## config.mk

```make
export PLATFORM = sky130hd
export DESIGN_NAME = keyed_deque_search_update
export DESIGN_NICKNAME = d
export VERILOG_FILES = /design/src/hdl/kdsu_pkg.sv /design/src/hdl/keyed_deque_search_update.sv
export SDC_FILE = /design/constraint.sdc
export NUM_CORES = 1
export LEC_CHECK = 0
export BUFFER_PORTS_ARGS = -buffer_cell sky130_fd_sc_hd__buf_2
export CORE_MARGIN = 10
export CORE_UTILIZATION = 50
export CTS_CLUSTER_SIZE = 8
export DETAILED_ROUTE_END_ITERATION = 7
export PLACE_DENSITY = 0.7
export SLEW_MARGIN = 25
export SYNTH_ARGS = -nofsm -noshare
export SYNTH_HDL_FRONTEND = slang
export SYNTH_SLANG_ARGS = --single-unit
```

## constraint.sdc

```tcl
create_clock -name clk -period 4.95 [get_ports clk]
set_input_delay 0.2475 -clock clk [delete_from_list [all_inputs] [get_ports clk]]
set_output_delay 0.2475 -clock clk [all_outputs]
set_load 0.01 [all_outputs]
```

## src/hdl/kdsu_pkg.sv

```systemverilog
// Package for the keyed deque: command and status codes, sequencer states.
// No dependencies; used by keyed_deque_search_update.
package kdsu_pkg;

	localparam int CmdW    = 3;
	localparam int StatusW = 2;
	localparam int IdW     = 16;
	localparam int PriceW  = 24;
	localparam int CountW  = 5;

	typedef enum logic [CmdW-1:0] {
		CMD_PUSH_BACK  = 3'd0,
		CMD_PUSH_FRONT = 3'd1,
		CMD_POP_FRONT  = 3'd2,
		CMD_POP_BACK   = 3'd3,
		CMD_SEARCH     = 3'd4,
		CMD_UPDATE     = 3'd5,
		CMD_COUNT      = 3'd6,
		CMD_MAX        = 3'd7
	} cmd_t;

	typedef enum logic [StatusW-1:0] {
		STATUS_OK        = 2'd0,
		STATUS_FULL      = 2'd1,
		STATUS_EMPTY     = 2'd2,
		STATUS_NOT_FOUND = 2'd3
	} status_t;

	typedef enum logic [1:0] {
		ST_IDLE,
		ST_POP,
		ST_SCAN,
		ST_RESULT
	} state_t;

endpackage

```

## src/hdl/keyed_deque_search_update.sv

```systemverilog
// Bounded double-ended queue of (id, price) entries in a ring memory.
// One shared slot adder and one memory read port walk the entries.
// Depends on kdsu_pkg.
//
//  channel | signals                                   | role
//  --------+-------------------------------------------+---------------------
//  in      | in_valid, in_ready, cmd, item_id,         | one command per item
//          | item_price                                |
//  out     | out_valid, out_ready, status, result_id,  | one result per item
//          | result_price, item_count                  |
//
// Push and count go straight to the result state; pop first takes the entry
// in the pop state. Search, update and maximum walk the ring one entry per
// cycle through the memory read port; a search or update stops at a hit.
// Reset clears the pointers and occupancy; entry memory is not cleared.
// One item at a time: in_ready is low from acceptance until the result is
// loaded into the output register, which holds while out_ready is low.
module keyed_deque_search_update #(
	parameter int CAPACITY = 16
) (
	input  logic                          clk,
	input  logic                          arst_n,
	input  logic                          in_valid,
	output logic                          in_ready,
	input  logic [kdsu_pkg::CmdW-1:0]     cmd,
	input  logic [kdsu_pkg::IdW-1:0]      item_id,
	input  logic [kdsu_pkg::PriceW-1:0]   item_price,
	output logic                          out_valid,
	input  logic                          out_ready,
	output logic [kdsu_pkg::StatusW-1:0]  status,
	output logic [kdsu_pkg::IdW-1:0]      result_id,
	output logic [kdsu_pkg::PriceW-1:0]   result_price,
	output logic [kdsu_pkg::CountW-1:0]   item_count
);

	localparam int AW = (CAPACITY > 1) ? $clog2(CAPACITY) : 1;
	localparam int CW = $clog2(CAPACITY + 1);
	localparam logic [AW:0]   CapS   = (AW+1)'(CAPACITY);
	localparam logic [CW-1:0] CapC   = CW'(CAPACITY);
	localparam logic [AW-1:0] LastSl = AW'(CAPACITY - 1);

	kdsu_pkg::state_t state_q, state_d;
	kdsu_pkg::cmd_t   cmd_q, cmd_in;

	logic [AW-1:0] front_q;
	logic [CW-1:0] occ_q;
	logic [CW-1:0] idx_q;
	logic          rvalid_q;
	logic [AW-1:0] cmp_slot_q;
	logic          best_v_q;

	logic [kdsu_pkg::IdW-1:0]    id_q;
	logic [kdsu_pkg::PriceW-1:0] price_q;

	kdsu_pkg::status_t           res_status_q;
	logic [kdsu_pkg::IdW-1:0]    res_id_q;
	logic [kdsu_pkg::PriceW-1:0] res_price_q;

	logic [kdsu_pkg::IdW-1:0]    mem_id    [CAPACITY];
	logic [kdsu_pkg::PriceW-1:0] mem_price [CAPACITY];
	logic [kdsu_pkg::IdW-1:0]    rd_id_q;
	logic [kdsu_pkg::PriceW-1:0] rd_price_q;

	logic          accept;
	logic          full, empty;
	logic          out_free;
	logic [CW-1:0] off;
	logic [AW:0]   slot_sum;
	logic [AW-1:0] slot;
	logic [AW-1:0] front_dec;
	logic [AW-1:0] front_inc;
	logic          issue;
	logic          hit;
	logic          scan_done;
	logic          we_id, we_price;
	logic [AW-1:0] waddr;
	logic [kdsu_pkg::PriceW-1:0] wprice;

	assign cmd_in   = kdsu_pkg::cmd_t'(cmd);
	assign full     = (occ_q == CapC);
	assign empty    = (occ_q == '0);
	assign out_free = !out_valid || out_ready;
	assign accept   = in_valid && in_ready;

	assign front_dec = (front_q == '0) ? LastSl : front_q - 1'b1;
	assign front_inc = (front_q == LastSl) ? '0 : front_q + 1'b1;

	// shared slot unit: front plus offset, modulo capacity
	assign slot_sum = (AW+1)'(front_q) + (AW+1)'(off);
	assign slot     = (slot_sum >= CapS) ? AW'(slot_sum - CapS) : AW'(slot_sum);

	assign issue     = (state_q == kdsu_pkg::ST_SCAN) && (idx_q < occ_q);
	assign hit       = rvalid_q && (rd_id_q == id_q) &&
	                   (cmd_q == kdsu_pkg::CMD_SEARCH || cmd_q == kdsu_pkg::CMD_UPDATE);
	assign scan_done = !rvalid_q && !issue;

	always_comb begin
		state_d = state_q;
		unique case (state_q)
			kdsu_pkg::ST_IDLE: begin
				if (accept) begin
					unique case (cmd_in)
						kdsu_pkg::CMD_POP_FRONT,
						kdsu_pkg::CMD_POP_BACK:
							state_d = empty ? kdsu_pkg::ST_RESULT : kdsu_pkg::ST_POP;
						kdsu_pkg::CMD_SEARCH,
						kdsu_pkg::CMD_UPDATE:
							state_d = kdsu_pkg::ST_SCAN;
						kdsu_pkg::CMD_MAX:
							state_d = empty ? kdsu_pkg::ST_RESULT : kdsu_pkg::ST_SCAN;
						default:
							state_d = kdsu_pkg::ST_RESULT;
					endcase
				end
			end
			kdsu_pkg::ST_POP:  state_d = kdsu_pkg::ST_RESULT;
			kdsu_pkg::ST_SCAN: begin
				if (hit || scan_done)
					state_d = kdsu_pkg::ST_RESULT;
			end
			kdsu_pkg::ST_RESULT: begin
				if (out_free)
					state_d = kdsu_pkg::ST_IDLE;
			end
			default: state_d = kdsu_pkg::ST_IDLE;
		endcase
	end

	always_comb begin
		in_ready = (state_q == kdsu_pkg::ST_IDLE);
		off      = '0;
		we_id    = 1'b0;
		we_price = 1'b0;
		waddr    = slot;
		wprice   = item_price;
		unique case (state_q)
			kdsu_pkg::ST_IDLE: begin
				unique case (cmd_in)
					kdsu_pkg::CMD_PUSH_BACK: off = occ_q;
					kdsu_pkg::CMD_POP_BACK:  off = occ_q - 1'b1;
					default:                 off = '0;
				endcase
				if (accept && !full &&
				    (cmd_in == kdsu_pkg::CMD_PUSH_BACK ||
				     cmd_in == kdsu_pkg::CMD_PUSH_FRONT)) begin
					we_id    = 1'b1;
					we_price = 1'b1;
					waddr    = (cmd_in == kdsu_pkg::CMD_PUSH_FRONT) ? front_dec : slot;
				end
			end
			kdsu_pkg::ST_SCAN: begin
				off = idx_q;
				if (hit && cmd_q == kdsu_pkg::CMD_UPDATE) begin
					we_price = 1'b1;
					waddr    = cmp_slot_q;
					wprice   = price_q;
				end
			end
			default: off = '0;
		endcase
	end

	always_ff @(posedge clk) begin
		if (we_id)
			mem_id[waddr] <= item_id;
		if (we_price)
			mem_price[waddr] <= wprice;
		rd_id_q    <= mem_id[slot];
		rd_price_q <= mem_price[slot];
	end

	always_ff @(posedge clk or negedge arst_n) begin
		if (!arst_n) begin
			state_q   <= kdsu_pkg::ST_IDLE;
			front_q   <= '0;
			occ_q     <= '0;
			idx_q     <= '0;
			rvalid_q  <= 1'b0;
			out_valid <= 1'b0;
			cmd_q     <= kdsu_pkg::CMD_COUNT;
		end else begin
			state_q <= state_d;
			if (state_q == kdsu_pkg::ST_RESULT && out_free)
				out_valid <= 1'b1;
			else if (out_ready)
				out_valid <= 1'b0;
			unique case (state_q)
				kdsu_pkg::ST_IDLE: begin
					if (accept) begin
						cmd_q    <= cmd_in;
						idx_q    <= '0;
						rvalid_q <= 1'b0;
						unique case (cmd_in)
							kdsu_pkg::CMD_PUSH_BACK: begin
								if (!full)
									occ_q <= occ_q + 1'b1;
							end
							kdsu_pkg::CMD_PUSH_FRONT: begin
								if (!full) begin
									occ_q   <= occ_q + 1'b1;
									front_q <= front_dec;
								end
							end
							kdsu_pkg::CMD_POP_FRONT: begin
								if (!empty) begin
									occ_q   <= occ_q - 1'b1;
									front_q <= front_inc;
								end
							end
							kdsu_pkg::CMD_POP_BACK: begin
								if (!empty)
									occ_q <= occ_q - 1'b1;
							end
							default: ;
						endcase
					end
				end
				kdsu_pkg::ST_SCAN: begin
					rvalid_q <= issue;
					if (issue)
						idx_q <= idx_q + 1'b1;
				end
				default: ;
			endcase
		end
	end

	always_ff @(posedge clk) begin
		unique case (state_q)
			kdsu_pkg::ST_IDLE: begin
				if (accept) begin
					id_q        <= item_id;
					price_q     <= item_price;
					res_id_q    <= '0;
					res_price_q <= '0;
					best_v_q    <= 1'b0;
					unique case (cmd_in)
						kdsu_pkg::CMD_PUSH_BACK,
						kdsu_pkg::CMD_PUSH_FRONT:
							res_status_q <= full ? kdsu_pkg::STATUS_FULL : kdsu_pkg::STATUS_OK;
						kdsu_pkg::CMD_POP_FRONT,
						kdsu_pkg::CMD_POP_BACK,
						kdsu_pkg::CMD_MAX:
							res_status_q <= empty ? kdsu_pkg::STATUS_EMPTY : kdsu_pkg::STATUS_OK;
						default:
							res_status_q <= kdsu_pkg::STATUS_OK;
					endcase
				end
			end
			kdsu_pkg::ST_POP: begin
				res_id_q    <= rd_id_q;
				res_price_q <= rd_price_q;
			end
			kdsu_pkg::ST_SCAN: begin
				cmp_slot_q <= slot;
				if (cmd_q == kdsu_pkg::CMD_MAX) begin
					if (rvalid_q && (!best_v_q || rd_price_q > res_price_q)) begin
						res_id_q    <= rd_id_q;
						res_price_q <= rd_price_q;
					end
					if (rvalid_q)
						best_v_q <= 1'b1;
				end else if (hit) begin
					res_status_q <= kdsu_pkg::STATUS_OK;
					res_id_q     <= rd_id_q;
					res_price_q  <= (cmd_q == kdsu_pkg::CMD_UPDATE) ? price_q : rd_price_q;
				end else if (scan_done) begin
					res_status_q <= kdsu_pkg::STATUS_NOT_FOUND;
				end
			end
			kdsu_pkg::ST_RESULT: begin
				if (out_free) begin
					status       <= res_status_q;
					result_id    <= res_id_q;
					result_price <= res_price_q;
					item_count   <= kdsu_pkg::CountW'(occ_q);
				end
			end
			default: ;
		endcase
	end

	a_busy_after_accept: assert property (@(posedge clk) disable iff (!arst_n)
		accept |=> !in_ready)
		else $error("ready stayed high after an item was taken");

	a_occ_bound: assert property (@(posedge clk) disable iff (!arst_n)
		occ_q <= CapC)
		else $error("occupancy beyond capacity");

	a_push_grows: assert property (@(posedge clk) disable iff (!arst_n)
		accept && !full &&
		(cmd_in == kdsu_pkg::CMD_PUSH_BACK || cmd_in == kdsu_pkg::CMD_PUSH_FRONT)
		|=> occ_q == $past(occ_q) + 1'b1)
		else $error("push did not grow the queue");

	a_load_from_result: assert property (@(posedge clk) disable iff (!arst_n)
		$rose(out_valid) |-> $past(state_q == kdsu_pkg::ST_RESULT))
		else $error("result loaded outside the result state");

	a_no_write_when_busy: assert property (@(posedge clk) disable iff (!arst_n)
		we_id |-> state_q == kdsu_pkg::ST_IDLE && !full)
		else $error("entry id written outside a push");

endmodule

```

==> impl_metrics.tcl <==
set metrics [dict create \
    status "completed" \
    dieArea_mm2 0.0755 \
    worstPathRequired_ns 5.23 \
    fin_ws_ns 0.652 \
    vias 16000 \
    wl_um 72400 \
    rrSetupSlack_ns 0.65 \
    portBuffers 95 \
    ys_warn_count 0 \
    fin_crit_ns 4.30 \
    path_class "flop to flop" \
    synthCells 1540 \
    tns_ns 0 \
    pwr-share-seq_pct 38.0 \
    chipWidth_um 275 \
    rr_worst_depth 10 \
    fin_nets 1870 \
    dp_hpwl_um 39500 \
    grt_pass1_vias 16600 \
    ant_nets 0 \
    maxCapViolCount 0 \
    synth-main-ff-cell "edfxtp_1" \
    synth_area_per_cell_um2 21.1 \
    ys_seq_area_share_pct 75.7 \
    crit_path_end_kind "flop" \
    synth_edf_count 774 \
    ys_ff_latch 835 \
    stdcell_count 2736 \
    final.period_utilization_pct 86.8 \
    clkSinkCount 835 \
    global_route.usage.met1_pct 26.7 \
    r2r-end "mem_price[12][11]" \
    clockBufferDepth 3 \
    synth_area_mm2 0.0324 \
    routed_via_density 5.85 \
    clock_latency_ns 0.66 \
    antennaDiodeCount 0 \
    ioPinCount 96 \
    crit_path_end "mem_price[12][11]" \
    initial_core_util_pct 50.4 \
    setup_viol 0 \
    startpoint_type "flop" \
    ir_drop_uv 1140 \
    dp_cells 2477 \
    cts_buffers 114 \
    coreArea_mm2 0.0643 \
    drtIter0Drc 1804 \
    grt_use_total_pct 19.4 \
    p_sw_share_pct 30.0 \
    drc 0 \
    clk_pin_slew_worst_paths_ns 0.05 \
    clock-root-buffer "clkbuf_16" \
    design_area_mm2 0.0381 \
    grt_overflow_total 0 \
    power_density_mw_per_mm2 638 \
    cts_setup_buffers 0 \
    worstMarginPinSlew_ns 1.03 \
    critPathArrivalTime_ns 4.58 \
    async_flop_share_pct 2.51 \
    grt_use_met3_pct 3.27 \
    antenna_found_initial 0 \
    synth.distinct_cells 60 \
    place_area_mm2 0.0343 \
    grt_start_max_net_pins 162 \
    power_frac_comb_pct 32.5 \
    wire_per_inst_um 26.5 \
    r2r_start "state_q[0]" \
    slew_viol_final 0 \
    htreeDepth 3 \
    syn-num-nets 1629 \
    critPathMaxFanout 24 \
    slew_headroom_pct 31.2 \
    grt_pass1_wl_um 108000 \
    min-delay-path-class "input port to flop" \
    fmax_ghz 0.233 \
    crit_start "state_q[0]" \
    drive_above_1_share_pct 28.3 \
    clkPwrFrac_pct 29.5 \
    rsz0062_at_grt "false" \
    syn_to_final_growth_pct 17.3 \
    cts_tree "done" \
    report.final.hold_viol_count 0 \
    clock-skew-final_ns 0.0224 \
    rows 93 \
    gp_congestion 0.786 \
    leakage_nw 12.6 \
    firstDrtPassIters 5 \
    p_switching_w 0.00728 \
    busiest_layer "met2" \
    grt_util_met2_pct 31.5 \
    fp.dieH_um 275 \
    dp_slack_ns 0.683 \
    p_int_w 0.0170 \
]
==> cell type report <==
| class | instances | area, um^2 |
|---|---|---|
| clock buffer | 210 | 3270 |
| clock inverter | 6 | 71.3 |
| fill | 4448 | 26300 |
| inverter | 44 | 165 |
| multi-input combinational | 597 | 7560 |
| sequential | 835 | 24600 |
| tap | 855 | 1070 |
| timing repair buffer | 189 | 1360 |
==> synthesized netlist by cell type, types with 10 or more instances <==
cell,count,area [um^2]
nand4_1,10,62.6
o21ai_0,22,110
clkbuf_1,49,184
dfrtp_1,19,475
nand3_1,10,50.1
xnor2_1,28,245
dfxtp_1,40,801
edfxtp_1,774,23200
nor2b_1,36,225
nor2_1,30,113
inv_1,44,165
a22oi_1,24,180
mux2_2,29,327
and2_1,25,156
nand2_1,35,131
a21o_1,10,75.1
a21oi_1,23,115
mux4_2,200,4500
ha_1,41,513
==> flip-flops by register name (all words and copies together) (netlist names), 16 cells and up <==
name / count
id_q: 16
mem_id: 256
mem_price: 384
price_q: 24
rd_id_q: 16
rd_price_q: 24
res_id_q: 16
res_price_q: 24
result_id: 16
result_price: 24
==> placed cells by master, fill, tap and decap left out, drive strengths merged, types with 10 or more instances in the layout <==
cell	Yosys	layout
nand3	10	10
mux2	29	29
and2	25	25
dlygate4sd3	0	43
dfxtp	40	40
a21o	10	10
a22oi	24	24
nor3	11	11
o21ai	25	25
ha	41	41
xnor2	29	29
nor2b	36	36
nor2	30	30
edfxtp	774	774
nand2	35	35
nand4	11	11
mux4	200	200
inv	44	46
clkbuf	49	210
buf	15	146
a21oi	23	23
dfrtp	19	19
==> logic make-up (layout without fill, tap and decap cells) <==
logic type	count (synthesis)	after routing	share of synthesized area, %
AOI/OAI and AO/OA	114	114	2.48
buffers and inverters	108	449	1.33
xor gates and xnor gates	32	32	0.887
DFF	835	835	75.7
muxes	229	229	14.9
adders and majority gates	42	42	1.64
and+or+nand+nor	180	180	3.04
==> critical path, stage by stage (launching register included) <==
cell      delay (ns)
dfrtp_1         0.40
inv_1           0.12
ha_1            0.36
nor2b_1         0.39
a22o_1          0.25
ha_4            0.16
fa_4            0.67
a221oi_4        0.60
nand3_1         0.33
nor2_2          0.16
buf_4           0.45
==> worst min-delay path by stage <==
stage,from,end,slack (ns),depth (start not counted)
floorplan,arst_n,cmd_q[0],-0.05,0
global placement,arst_n,occ_q[3],0.24,1
CTS,cmd[0],cmd_q[0],0.03,2
detailed placement,arst_n,occ_q[0],0.25,1
finish,cmd[0],cmd_q[0],0.09,2
global route,cmd[0],cmd_q[0],0.07,2
==> through the flow <==
| stage | utilization (%) | hold slack (ns) | power, W |
|---|---|---|---|
| floorplan | - | -0.0481 | 0.0150 |
| global placement | 53.3 | 0.238 | 0.0171 |
| detailed placement | 53.3 | 0.251 | 0.0173 |
| CTS | 59.1 | 0.0312 | 0.0245 |
| global route | 59.1 | 0.0733 | 0.0254 |
| finish | 59.1 | 0.0883 | 0.0243 |
==> power groups by stage <==
| stage | logic [W] | clock network, W | registers [W] |
|---|---|---|---|
| 2_1_floorplan | 0.00572 | 0 | 0.00925 |
| 3_3_place_gp | 0.00777 | 0 | 0.00934 |
| 3_5_place_dp | 0.00791 | 0 | 0.00936 |
| 4_1_cts | 0.00801 | 0.00728 | 0.00923 |
| 5_1_grt | 0.00850 | 0.00759 | 0.00930 |
| 6_report | 0.00788 | 0.00716 | 0.00923 |
==> timing repair <==
item,CTS,global route
resized for setup,0,0
hold buffers,43,0
hold endpoints to repair,319,0
==> metal layers <==
layer | vias to the layer above | wire (um)
met5 | - | 0
met4 | 0 | 1470
met3 | 104 | 5250
met2 | 662 | 36200
met1 | 8434 | 29500
li1 | 6811 | -
Note: power is estimated with default switching activity, not from simulation.
